$ cat src/fcpm_pkg.sv
// package: types, constants and tables of the false color palette mapper
`timescale 1ns / 1ps
package fcpm_pkg;

  localparam int MAX_PALETTE = 6;
  localparam int QUEUE_DEPTH = 4;
  localparam int RECIP_SHIFT = 24;

  // configuration register indexes
  localparam logic [3:0] REG_SOFT_MODE = 4'd0;
  localparam logic [3:0] REG_PAL_SIZE  = 4'd1;
  localparam logic [3:0] REG_PAL_A     = 4'd2;
  localparam logic [3:0] REG_PAL_F     = 4'd7;

  typedef enum logic {
    K_WORD  = 1'b0,
    K_BLEND = 1'b1
  } kind_t;

  typedef struct packed {
    logic                         soft_mode;
    logic [2:0]                   pal_size;
    logic [MAX_PALETTE-1:0][31:0] pal;
  } cfg_t;

  // one classified item between front and back
  typedef struct packed {
    kind_t       kind;
    logic [31:0] word;
    logic [23:0] col_lo;
    logic [23:0] col_hi;
    logic [7:0]  wt_hi;
    logic [7:0]  wt_lo;
    logic [7:0]  span;
    logic        frame_end;
  } q_entry_t;

  function automatic logic [31:0] pal_pick(input cfg_t c, input logic [2:0] i);
    logic [31:0] r;
    case (i)
      3'd0:    r = c.pal[0];
      3'd1:    r = c.pal[1];
      3'd2:    r = c.pal[2];
      3'd3:    r = c.pal[3];
      3'd4:    r = c.pal[4];
      3'd5:    r = c.pal[5];
      default: r = c.pal[0];
    endcase
    return r;
  endfunction

  // floor(x / 255) for x below 1536
  function automatic logic [2:0] div255(input logic [10:0] x);
    logic [2:0] q;
    q = 3'd0;
    if (x >= 11'd255)  q = 3'd1;
    if (x >= 11'd510)  q = 3'd2;
    if (x >= 11'd765)  q = 3'd3;
    if (x >= 11'd1020) q = 3'd4;
    if (x >= 11'd1275) q = 3'd5;
    if (x >= 11'd1530) q = 3'd6;
    return q;
  endfunction

  // floor(255 * k / m) for segment count m and boundary k
  function automatic logic [7:0] seg_bound(input logic [2:0] m, input logic [2:0] k);
    logic [7:0] r;
    case ({m, k})
      {3'd1, 3'd1}: r = 8'd255;
      {3'd2, 3'd1}: r = 8'd127;
      {3'd2, 3'd2}: r = 8'd255;
      {3'd3, 3'd1}: r = 8'd85;
      {3'd3, 3'd2}: r = 8'd170;
      {3'd3, 3'd3}: r = 8'd255;
      {3'd4, 3'd1}: r = 8'd63;
      {3'd4, 3'd2}: r = 8'd127;
      {3'd4, 3'd3}: r = 8'd191;
      {3'd4, 3'd4}: r = 8'd255;
      {3'd5, 3'd1}: r = 8'd51;
      {3'd5, 3'd2}: r = 8'd102;
      {3'd5, 3'd3}: r = 8'd153;
      {3'd5, 3'd4}: r = 8'd204;
      {3'd5, 3'd5}: r = 8'd255;
      default:      r = 8'd0;
    endcase
    return r;
  endfunction

  // floor(2^24 / d) for every segment width that occurs
  function automatic logic [18:0] recip(input logic [7:0] d);
    logic [18:0] r;
    case (d)
      8'd255:  r = 19'd65793;
      8'd128:  r = 19'd131072;
      8'd127:  r = 19'd132104;
      8'd85:   r = 19'd197379;
      8'd64:   r = 19'd262144;
      8'd63:   r = 19'd266305;
      8'd51:   r = 19'd328965;
      default: r = 19'd0;
    endcase
    return r;
  endfunction

endpackage

$ cat src/false_color_palette_mapper_core.sv
// top level of the false color palette mapper
`timescale 1ns / 1ps
// channel | direction | handshake            | payload
// in      | sink      | in_tvalid/in_tready   | in_tdata pixel, in_tlast frame end
// out     | source    | out_tvalid/out_tready | out_tdata pixel, out_tlast frame end
// cfg     | sink      | cfg_valid/cfg_ready   | cfg_index register, cfg_data value
//
// one item per clock while the output is not stalled; the accept loads the front register,
// then the item moves through queue, numerator, reciprocal product and output register
// in that order
// the front and back stall on their own; a four-entry queue sits between them
// reset is synchronous, active low; it empties the pipe and loads the default palette
// cfg_ready is always high; registers must be written only while the block is idle
module false_color_palette_mapper_core (
  input  logic        clk,
  input  logic        rst_n,
  input  logic        in_tvalid,
  output logic        in_tready,
  input  logic [31:0] in_tdata,   // [31:0] pixel_in
  input  logic        in_tlast,   // frame_end_in
  output logic        out_tvalid,
  input  logic        out_tready,
  output logic [31:0] out_tdata,  // [31:0] pixel_out
  output logic        out_tlast,  // frame_end_out
  input  logic        cfg_valid,
  output logic        cfg_ready,
  input  logic [3:0]  cfg_index,
  input  logic [31:0] cfg_data
);
  import fcpm_pkg::*;

  cfg_t     cfg_r;
  q_entry_t q_wdata, q_rdata;
  logic     q_wr, q_full, q_rd, q_valid;

  assign cfg_ready = 1'b1;

  // register file; unknown indexes are dropped
  always_ff @(posedge clk) begin
    if (!rst_n) begin
      cfg_r.soft_mode <= 1'b0;
      cfg_r.pal_size  <= 3'd4;
      cfg_r.pal[0]    <= 32'hFF000000;
      cfg_r.pal[1]    <= 32'hFFFF0000;
      cfg_r.pal[2]    <= 32'hFFFFFFFF;
      cfg_r.pal[3]    <= 32'hFFFFFFFF;
      cfg_r.pal[4]    <= 32'hFF000000;
      cfg_r.pal[5]    <= 32'hFF000000;
    end else if (cfg_valid && cfg_ready) begin
      case (cfg_index) inside
        REG_SOFT_MODE:          cfg_r.soft_mode <= cfg_data[0];
        REG_PAL_SIZE:           cfg_r.pal_size  <= cfg_data[2:0];
        [REG_PAL_A:REG_PAL_F]:  cfg_r.pal[3'(cfg_index - REG_PAL_A)] <= cfg_data;
        default: ;
      endcase
    end
  end

  // front: gray level and palette selection
  fcpm_front u_front (
    .clk       (clk),
    .rst_n     (rst_n),
    .cfg       (cfg_r),
    .in_valid  (in_tvalid),
    .in_ready  (in_tready),
    .pixel     (in_tdata),
    .frame_end (in_tlast),
    .q_wr      (q_wr),
    .q_data    (q_wdata),
    .q_full    (q_full)
  );

  // decoupling queue
  fcpm_queue u_queue (
    .clk       (clk),
    .rst_n     (rst_n),
    .wr_en     (q_wr),
    .wr_data   (q_wdata),
    .full      (q_full),
    .rd_en     (q_rd),
    .rd_data   (q_rdata),
    .not_empty (q_valid)
  );

  // back: blend arithmetic and output register
  fcpm_back u_back (
    .clk       (clk),
    .rst_n     (rst_n),
    .q_valid   (q_valid),
    .q_data    (q_rdata),
    .q_rd      (q_rd),
    .out_valid (out_tvalid),
    .out_ready (out_tready),
    .pixel     (out_tdata),
    .frame_end (out_tlast)
  );
endmodule

$ cat src/fcpm_queue.sv
// short fifo between the front and back parts
`timescale 1ns / 1ps
module fcpm_queue (
  input  logic              clk,
  input  logic              rst_n,
  input  logic              wr_en,
  input  fcpm_pkg::q_entry_t wr_data,
  output logic              full,
  input  logic              rd_en,
  output fcpm_pkg::q_entry_t rd_data,
  output logic              not_empty
);
  import fcpm_pkg::*;

  localparam int PW = $clog2(QUEUE_DEPTH);

  q_entry_t        mem [QUEUE_DEPTH];
  logic [PW-1:0]   wr_ptr_r, wr_ptr_nxt;
  logic [PW-1:0]   rd_ptr_r, rd_ptr_nxt;
  logic [PW:0]     count_r, count_nxt;

  assign full      = (count_r == (PW+1)'(QUEUE_DEPTH));
  assign not_empty = (count_r != '0);
  assign rd_data   = mem[rd_ptr_r];

  always_comb begin
    wr_ptr_nxt = wr_ptr_r + PW'(wr_en);
    rd_ptr_nxt = rd_ptr_r + PW'(rd_en);
    count_nxt  = count_r + (PW+1)'(wr_en) - (PW+1)'(rd_en);
  end

  always_ff @(posedge clk) begin
    if (wr_en) begin
      mem[wr_ptr_r] <= wr_data;
    end
  end

  always_ff @(posedge clk) begin
    if (!rst_n) begin
      wr_ptr_r <= '0;
      rd_ptr_r <= '0;
      count_r  <= '0;
    end else begin
      wr_ptr_r <= wr_ptr_nxt;
      rd_ptr_r <= rd_ptr_nxt;
      count_r  <= count_nxt;
    end
  end
endmodule

$ cat src/fcpm_front.sv
// front part: gray level, band or segment choice, palette lookup
`timescale 1ns / 1ps
module fcpm_front (
  input  logic               clk,
  input  logic               rst_n,
  input  fcpm_pkg::cfg_t     cfg,
  input  logic               in_valid,
  output logic               in_ready,
  input  logic [31:0]        pixel,
  input  logic               frame_end,
  output logic               q_wr,
  output fcpm_pkg::q_entry_t q_data,
  input  logic               q_full
);
  import fcpm_pkg::*;

  logic        vld_r, vld_nxt;
  logic [31:0] px_r;
  logic [7:0]  y_r;
  logic        fe_r;
  logic [12:0] gray_sum;
  logic        take;

  logic [2:0]  n, m, t, low, low_lim;
  logic [7:0]  lo_b, hi_b;
  logic [10:0] ny, my;
  logic [31:0] pw_lo, pw_hi;

  // weighted gray sum, divided by 32
  assign gray_sum = 13'(11 * pixel[23:16]) + {pixel[15:8], 4'b0} + 13'(5 * pixel[7:0]);

  assign q_wr     = vld_r && !q_full;
  assign in_ready = !vld_r || !q_full;
  assign take     = in_valid && in_ready;

  always_comb begin
    vld_nxt = take ? 1'b1 : (q_wr ? 1'b0 : vld_r);
  end

  always_ff @(posedge clk) begin
    if (!rst_n) begin
      vld_r <= 1'b0;
    end else begin
      vld_r <= vld_nxt;
    end
  end

  always_ff @(posedge clk) begin
    if (take) begin
      px_r <= pixel;
      y_r  <= gray_sum[12:5];
      fe_r <= frame_end;
    end
  end

  // classification of the held item
  always_comb begin
    n       = (cfg.pal_size > 3'(MAX_PALETTE)) ? 3'(MAX_PALETTE) : cfg.pal_size;
    m       = n - 3'd1;
    ny      = {8'd0, n} * {3'd0, y_r};
    t       = div255(ny);
    if (t > m) t = m;
    my      = {8'd0, m} * {3'd0, y_r};
    low     = div255(my);
    low_lim = m - 3'd1;
    if (low > low_lim) low = low_lim;
    lo_b    = seg_bound(m, low);
    hi_b    = seg_bound(m, low + 3'd1);
    pw_lo   = pal_pick(cfg, low);
    pw_hi   = pal_pick(cfg, low + 3'd1);

    q_data.kind      = (cfg.soft_mode && n >= 3'd2) ? K_BLEND : K_WORD;
    q_data.word      = (n == 3'd0) ? px_r : pal_pick(cfg, t);
    q_data.col_lo    = pw_lo[23:0];
    q_data.col_hi    = pw_hi[23:0];
    q_data.wt_hi     = y_r - lo_b;
    q_data.wt_lo     = hi_b - y_r;
    q_data.span      = hi_b - lo_b;
    q_data.frame_end = fe_r;
  end
endmodule

$ cat src/fcpm_back.sv
// back part: linear blend with reciprocal divide, output register
`timescale 1ns / 1ps
module fcpm_back (
  input  logic               clk,
  input  logic               rst_n,
  input  logic               q_valid,
  input  fcpm_pkg::q_entry_t q_data,
  output logic               q_rd,
  output logic               out_valid,
  input  logic               out_ready,
  output logic [31:0]        pixel,
  output logic               frame_end
);
  import fcpm_pkg::*;

  logic              adv;
  logic              v1_r, v2_r, vo_r;
  kind_t             k1_r, k2_r;
  logic [31:0]       w1_r, w2_r, po_r;
  logic              f1_r, f2_r, fo_r;
  logic [7:0]        d1_r, d2_r;
  logic [2:0][15:0]  num1_r, num2_r;
  logic [2:0][34:0]  prod2_r;
  logic [2:0][7:0]   chan_o;

  assign adv       = !vo_r || out_ready;
  assign q_rd      = adv && q_valid;
  assign out_valid = vo_r;
  assign pixel     = po_r;
  assign frame_end = fo_r;

  always_ff @(posedge clk) begin
    if (!rst_n) begin
      v1_r <= 1'b0;
      v2_r <= 1'b0;
      vo_r <= 1'b0;
    end else if (adv) begin
      v1_r <= q_valid;
      v2_r <= v1_r;
      vo_r <= v2_r;
    end
  end

  // correction of the reciprocal quotient, one step at most
  always_comb begin
    logic [7:0]  q0;
    logic [15:0] qd;
    for (int c = 0; c < 3; c++) begin
      q0        = prod2_r[c][RECIP_SHIFT+7:RECIP_SHIFT];
      qd        = {8'd0, q0} * {8'd0, d2_r};
      chan_o[c] = ((num2_r[c] - qd) >= {8'd0, d2_r}) ? q0 + 8'd1 : q0;
    end
  end

  always_ff @(posedge clk) begin
    if (adv) begin
      // blend numerators per channel
      for (int c = 0; c < 3; c++) begin
        num1_r[c] <= {8'd0, q_data.col_lo[c*8 +: 8]} * {8'd0, q_data.wt_lo}
                   + {8'd0, q_data.col_hi[c*8 +: 8]} * {8'd0, q_data.wt_hi};
      end
      k1_r <= q_data.kind;
      w1_r <= q_data.word;
      d1_r <= q_data.span;
      f1_r <= q_data.frame_end;
      // multiply by reciprocal of span
      for (int c = 0; c < 3; c++) begin
        prod2_r[c] <= {19'd0, num1_r[c]} * {16'd0, recip(d1_r)};
      end
      num2_r <= num1_r;
      k2_r   <= k1_r;
      w2_r   <= w1_r;
      d2_r   <= d1_r;
      f2_r   <= f1_r;
      po_r   <= (k2_r == K_BLEND) ? {8'hFF, chan_o[2], chan_o[1], chan_o[0]} : w2_r;
      fo_r   <= f2_r;
    end
  end
endmodule

$ cat config.mk
export PLATFORM = sky130hd
export DESIGN_NAME = false_color_palette_mapper_core
export DESIGN_NICKNAME = d
export VERILOG_FILES = /design/src/fcpm_pkg.sv /design/src/false_color_palette_mapper_core.sv /design/src/fcpm_queue.sv /design/src/fcpm_front.sv /design/src/fcpm_back.sv
export SDC_FILE = /design/constraint.sdc
export NUM_CORES = 2
export LEC_CHECK = 0
export BUFFER_PORTS_ARGS = -buffer_cell sky130_fd_sc_hd__clkbuf_2
export CAP_MARGIN = 10
export CORE_UTILIZATION = 50
export DETAILED_ROUTE_END_ITERATION = 7
export PLACE_DENSITY = 0.65
export SYNTH_ARGS = -nofsm -noshare
export SYNTH_HDL_FRONTEND = slang
export SYNTH_HIERARCHICAL = 1
export SYNTH_SLANG_ARGS = --single-unit
$ cat constraint.sdc
create_clock -name clk -period 19.5 [get_ports clk]
set_input_delay 5.85 -clock clk [delete_from_list [all_inputs] [get_ports clk]]
set_output_delay 5.85 -clock clk [all_outputs]
set_load 0.05 [all_outputs]
* Word-level counts from Yosys, hierarchy flattened *
Memory sizes are Yosys's and may differ from the RTL's. A register that Yosys moved wholly into a read port is not among the register bits.
Cells that the tools add are included.

word-level totals
  word-level logic and storage cells = 180
  bits of input ports = 74
  memories kept = 3
  register bits after elaboration = 557
  output and inout bits = 36
  bits in writable memories = 424
  bits in read-only memories = 1,024

memory list
  memory            words  width  read ports  clocked after memory_dff  wr ports  RTL line          source
  (name not given)  64     8      1           0                         0         fcpm_pkg.sv:68    case ({m, k})
  (name not given)  64     8      1           0                         0         fcpm_pkg.sv:68
  u_queue.mem       4      106    1           1                         1         fcpm_queue.sv:17  q_entry_t mem [QUEUE_DEPTH];

cells by class
  reduce and logical (&&, ||, !) cells = 18
  magnitude comparators = 23
  bitwise operators = 2
  multipliers = 16
  add/subtract/negate cells = 22
  mux-type cells = 34
  eq/ne operators = 24

operators with widths
  cell                  count
  $pmux 24 s5           2
  $bwmux 192            1
  $pmux 32 s5           1
  $mul 8x8->16          9
  $pmux 19 s7           1
  $demux 32 s3          1
  $mul 16x19->32        3
  $mux 32               2
  $add 16x16->16        3
  $ge 16x8->1           3
  $sub 16x16->16        3
  $ge 11x10->1 const B  4
  $ge 11x11->1 const B  4
  $mux 3                9
  $add 8x1->8 const B   3
  $eq 8x7->1 const B    3
  $mux 24               1
  $mux 8                3
  $sub 8x8->8           3
  $ge 11x8->1 const B   2
  $ge 11x9->1 const B   2
  $mul 3x8->11          2
  $eq 3x3->1 const B    7
  $mux 19               1
  35 further kinds      66

* Longest topological paths before layout *
  depth after elaboration = 16
  mapped depth = 47
  gate-level depth less buffers = 41

* Modules after synthesis *
The synthesis kept the hierarchy.

by module, submodules not included
  module                           instances  cells an instance  area an instance (µm²)  sequential area each (µm²)
  fcpm_back                        1          4,909              48,408.9                7,176.9
  fcpm_queue                       1          587                15,638.7                12,872.3
  fcpm_front                       1          1,292              10,007.1                1,251.2
  false_color_palette_mapper_core  1          768                7,549.7                 3,923.8

* Least setup slack after synthesis *
Ideal clock, no wire load.

  path kind = input -> register
  from = input port out_tready
  to = register u_queue.count_r[2]
  path buffers = 1
  data required time = 19.385 ns
  stages = 9
  setup slack = 5.022 ns
  setup time = 0.115 ns
  arrival = 14.363 ns
  cell sequence = nand2b_1 clkbuf_1 and2_1 ha_1 inv_1 ha_1 fa_1 xnor3_1 and2_1

on the way
  word-level cells in the longest chain between the ends = 3

ends and longest elaborated chain
  item                    RTL line                               source
  start: declaration      false_color_palette_mapper_core.sv:22  input logic out_tready,
  $logic_or 1x1->1        fcpm_back.sv:26                        assign adv = !vo_r || out_ready;
  $logic_and 1x1->1       fcpm_back.sv:27                        assign q_rd = adv && q_valid;
  net q_rd                false_color_palette_mapper_core.sv:34  logic q_wr, q_full, q_rd, q_valid;
  $sub 3x1->3             fcpm_queue.sv:29                       count_nxt = count_r + (PW+1)'(wr_en) - (PW+1)'(rd_en);
  end signal: assignment  fcpm_queue.sv:46                       count_r <= count_nxt;
  end: declaration        fcpm_queue.sv:20                       logic [PW:0] count_r, count_nxt;

The timed path passes the listed nets, and every way through them passes these cells.
A chain may end at the register's enable or synchronous reset.

==> impl_results.md <==
- Final setup fails: 0
- Hold crit path type: register to register
- Crit path DAT: 10.69 ns
- Post-Syn Nets: 9,358
- DRC viols: 5
- Vias/cell: 5.628
- Synthesized cell area: 81,600 sq um
- Rel. slew slack: a little over 20%
- CP Buf/Inv Count: 5
- Via count: 54,970
- Commonest non-fill, non-tap cell in the layout: inv_1
- Fin. Hold Viols: 0
- Total core area: 161,300 sq um
- CP Class: register to register
- Worst Tran Pin Value: 1.195 ns
- Full die area: around 160,000 sq um
- Max-cap violations: 0
- Area delta synth->final: 7.174%
- # clock sinks: 909
- Die Y: 406.0 microns
- Post-synthesis sequential area ratio: between 30% and 40%
- Global-route congestion overflow total: 0
- Final design utilization: 54.22%
- Most used cell, CP: ha_1
- CP max stage delay: 0.58 ns
- Most frequent cells in the layout: inv_1, ha_1, fa_1
- Failing checks: DRC
- Chip width: 406.0 microns
- Final period util: 52.72%
- Startpoint class of the critical path: register
- Synth Register Bits: 909
- Avg WL per Cell: between 20 and 25 microns
- Site row count: approximately 150
- Largest net degree at the start of global routing: 150
- NumNets Final: ~9,300
- Top post-synthesis cells by area: edfxtp_1, fa_1, ha_1, inv_1, dfxtp_1
- Worst-path clk slew: 0.06 ns
- Clock latency on the worst-skew pair: 0.73 ns
- Vias in the first global route: 57,560
- Number of CTS-inserted buffers: 96
- Fraction of layout cells with a size suffix above 1: under 10%
- Hold slack: 0.4030 ns
- Status: finished, violations left
- Overall Global Routing Usage: 26.45%
- RSZ-0062 raised after global routing: false
- RePlAce Congestion: 0.9179
- Worst path required time: 19.91 ns
- Starting Density: 50.59%
- CP max FO: 21
- Final-layout fill cell count: 14,110
- Area leader, netlist: edfxtp_1
- TNS Setup: 0 ns
- Hold_buf cts: 0
- Syn Inst Count: 7,556
- Ys flop type: edfxtp_1
- Port Buf Inserts: around 110
- H-tree levels: 3
- IO Count: between 100 and 150
- Fmax: 97.27 MHz
- Post-synth EDFFs: 702
- Clock skew: 0.04707 ns
- Initial antenna violation count: 4
- Synth unique cells: 105
- Synth top area share: between 20 and 30%
- Final ANT Viol Nets: 0
- First-pass GRT wire length: 333.1 mm
- Post-CTS setup buffers: 0
- Post-cts sizing count: 0
- Ys Warns: 6
- Syn_area_per_cell: 10.80 sq um
- Max clock buf depth: 3
- Drt total wl: 213.1 mm
- CTS tree: done
- Slew Viols, Final: 0
- DRT Pass-1 Iters: 8
- Critical-path top delay cell: dfxtp_1
- CP delay by family, top: compound AO/OA/AOI/OAI gates
- Tmin final: approximately 10 ns
- DR iter-0 viols: between 4,000 and 5,000
- Worst setup EP type: register
- Root Buffer: clkbuf_16
- Antenna diodes: 0
- Ys async rst share: 0%
- Post-DP HPWL: 158.2 mm
[final timing paths]
kind	from	endpoint	slack, ns	cells past startpoint
max reg2reg	cfg_r[193]$_SDFFE_PN0P_	u_queue/mem[2][8]$_DFFE_PP_	9.22	40
max	cfg_r[193]$_SDFFE_PN0P_	u_queue/mem[2][8]$_DFFE_PP_	9.22	40
min reg2reg	u_back/w1_r[17]$_DFFE_PN_	u_back/w2_r[17]$_DFFE_PN_	0.40	0
min	u_back/w1_r[17]$_DFFE_PN_	u_back/w2_r[17]$_DFFE_PN_	0.40	0
[cells in the mapped netlist (24+ instances only)]
cell type and instances:
fa_1 838, o211ai_1 35, or2_2 43, edfxtp_1 702, xnor2_1 118, nor2b_1 115
and2_1 612, nand3_1 50, nand2b_1 72, buf_2 48, o21ai_0 89, mux2i_1 203
or3_1 51, a21oi_1 283, o32ai_1 25, o21bai_1 28, xor2_1 51, a21o_1 51
clkbuf_1 228, nor3_1 37, a32oi_1 31, mux2_2 31, inv_1 1280, dfxtp_1 207
a31oi_1 36, nor2_1 216, mux4_2 106, a222oi_1 24, nand2_1 700, ha_1 890
[cell families after synthesis]
group | after synthesis | synth area share, %
AO/OA/AOI/OAI | 830 | 7.188
XOR/XNOR | 170 | 1.841
adder cells (fa/ha/maj) | 1728 | 34.20
buffers and inverters | 1586 | 7.498
flip-flops | 909 | 30.91
multiplexers | 341 | 5.860
other | 1 | 0.004595
AND/OR/NAND/NOR | 1991 | 12.49
[flip-flops by register name, summed over array words and instances (netlist names), 24 cells and up]
signal,count
u_queue/mem,424
u_back/num2_r,48
u_back/w1_r,32
cfg_r,196
u_back/num1_r,48
u_back/pixel,32
u_back/prod2_r,24
u_back/w2_r,32
u_front/px_r,32
[per-stage QoR]
| stage | cell area [sq um] | std cells | setup WS [ns] |
|---|---|---|---|
| 5_1_grt | 87460 | 9768 | 8.494 |
| 4_1_cts | 87460 | 9768 | 9.323 |
| 3_5_place_dp | 84240 | 9592 | 9.350 |
| 2_1_floorplan | 81600 | 7556 | 5.022 |
| 6_report | 87460 | 9768 | 9.219 |
| 3_3_place_gp | 84240 | 9592 | 9.540 |
[area by class of cell]
| cell class | instances | area [sq um] | share of cell area, % |
|---|---|---|---|
| Clock buffer | 121 | 2536 | 2.900 |
| Sequential cell | 909 | 25230 | 28.85 |
| Clock inverter | 55 | 684.4 | 0.7825 |
| Timing Repair Buffer | 180 | 1100 | 1.258 |
| Inverter | 1282 | 4812 | 5.502 |
| Multi-Input combinational cell | 5061 | 50390 | 57.62 |
| Tap cell | 2160 | 2703 | 3.090 |
[routing by layer]
| metal | GRT usage, % | share of wire [%] | vias up | wire, microns |
|---|---|---|---|---|
| li1 | - | - | 25110 | - |
| met1 | 35.63 | 43 | 27690 | 91650 |
| met2 | 43.61 | 47 | 1776 | 100200 |
| met3 | 3.663 | 6.1 | 396 | 13070 |
| met4 | 9.533 | 3.8 | 2 | 8168 |
| met5 | 0 | 0.0061 | - | 13 |
Power is left out: the tool's default activity adds up to more than one toggle a clock period on the data nets, which glitch-free logic cannot reach.
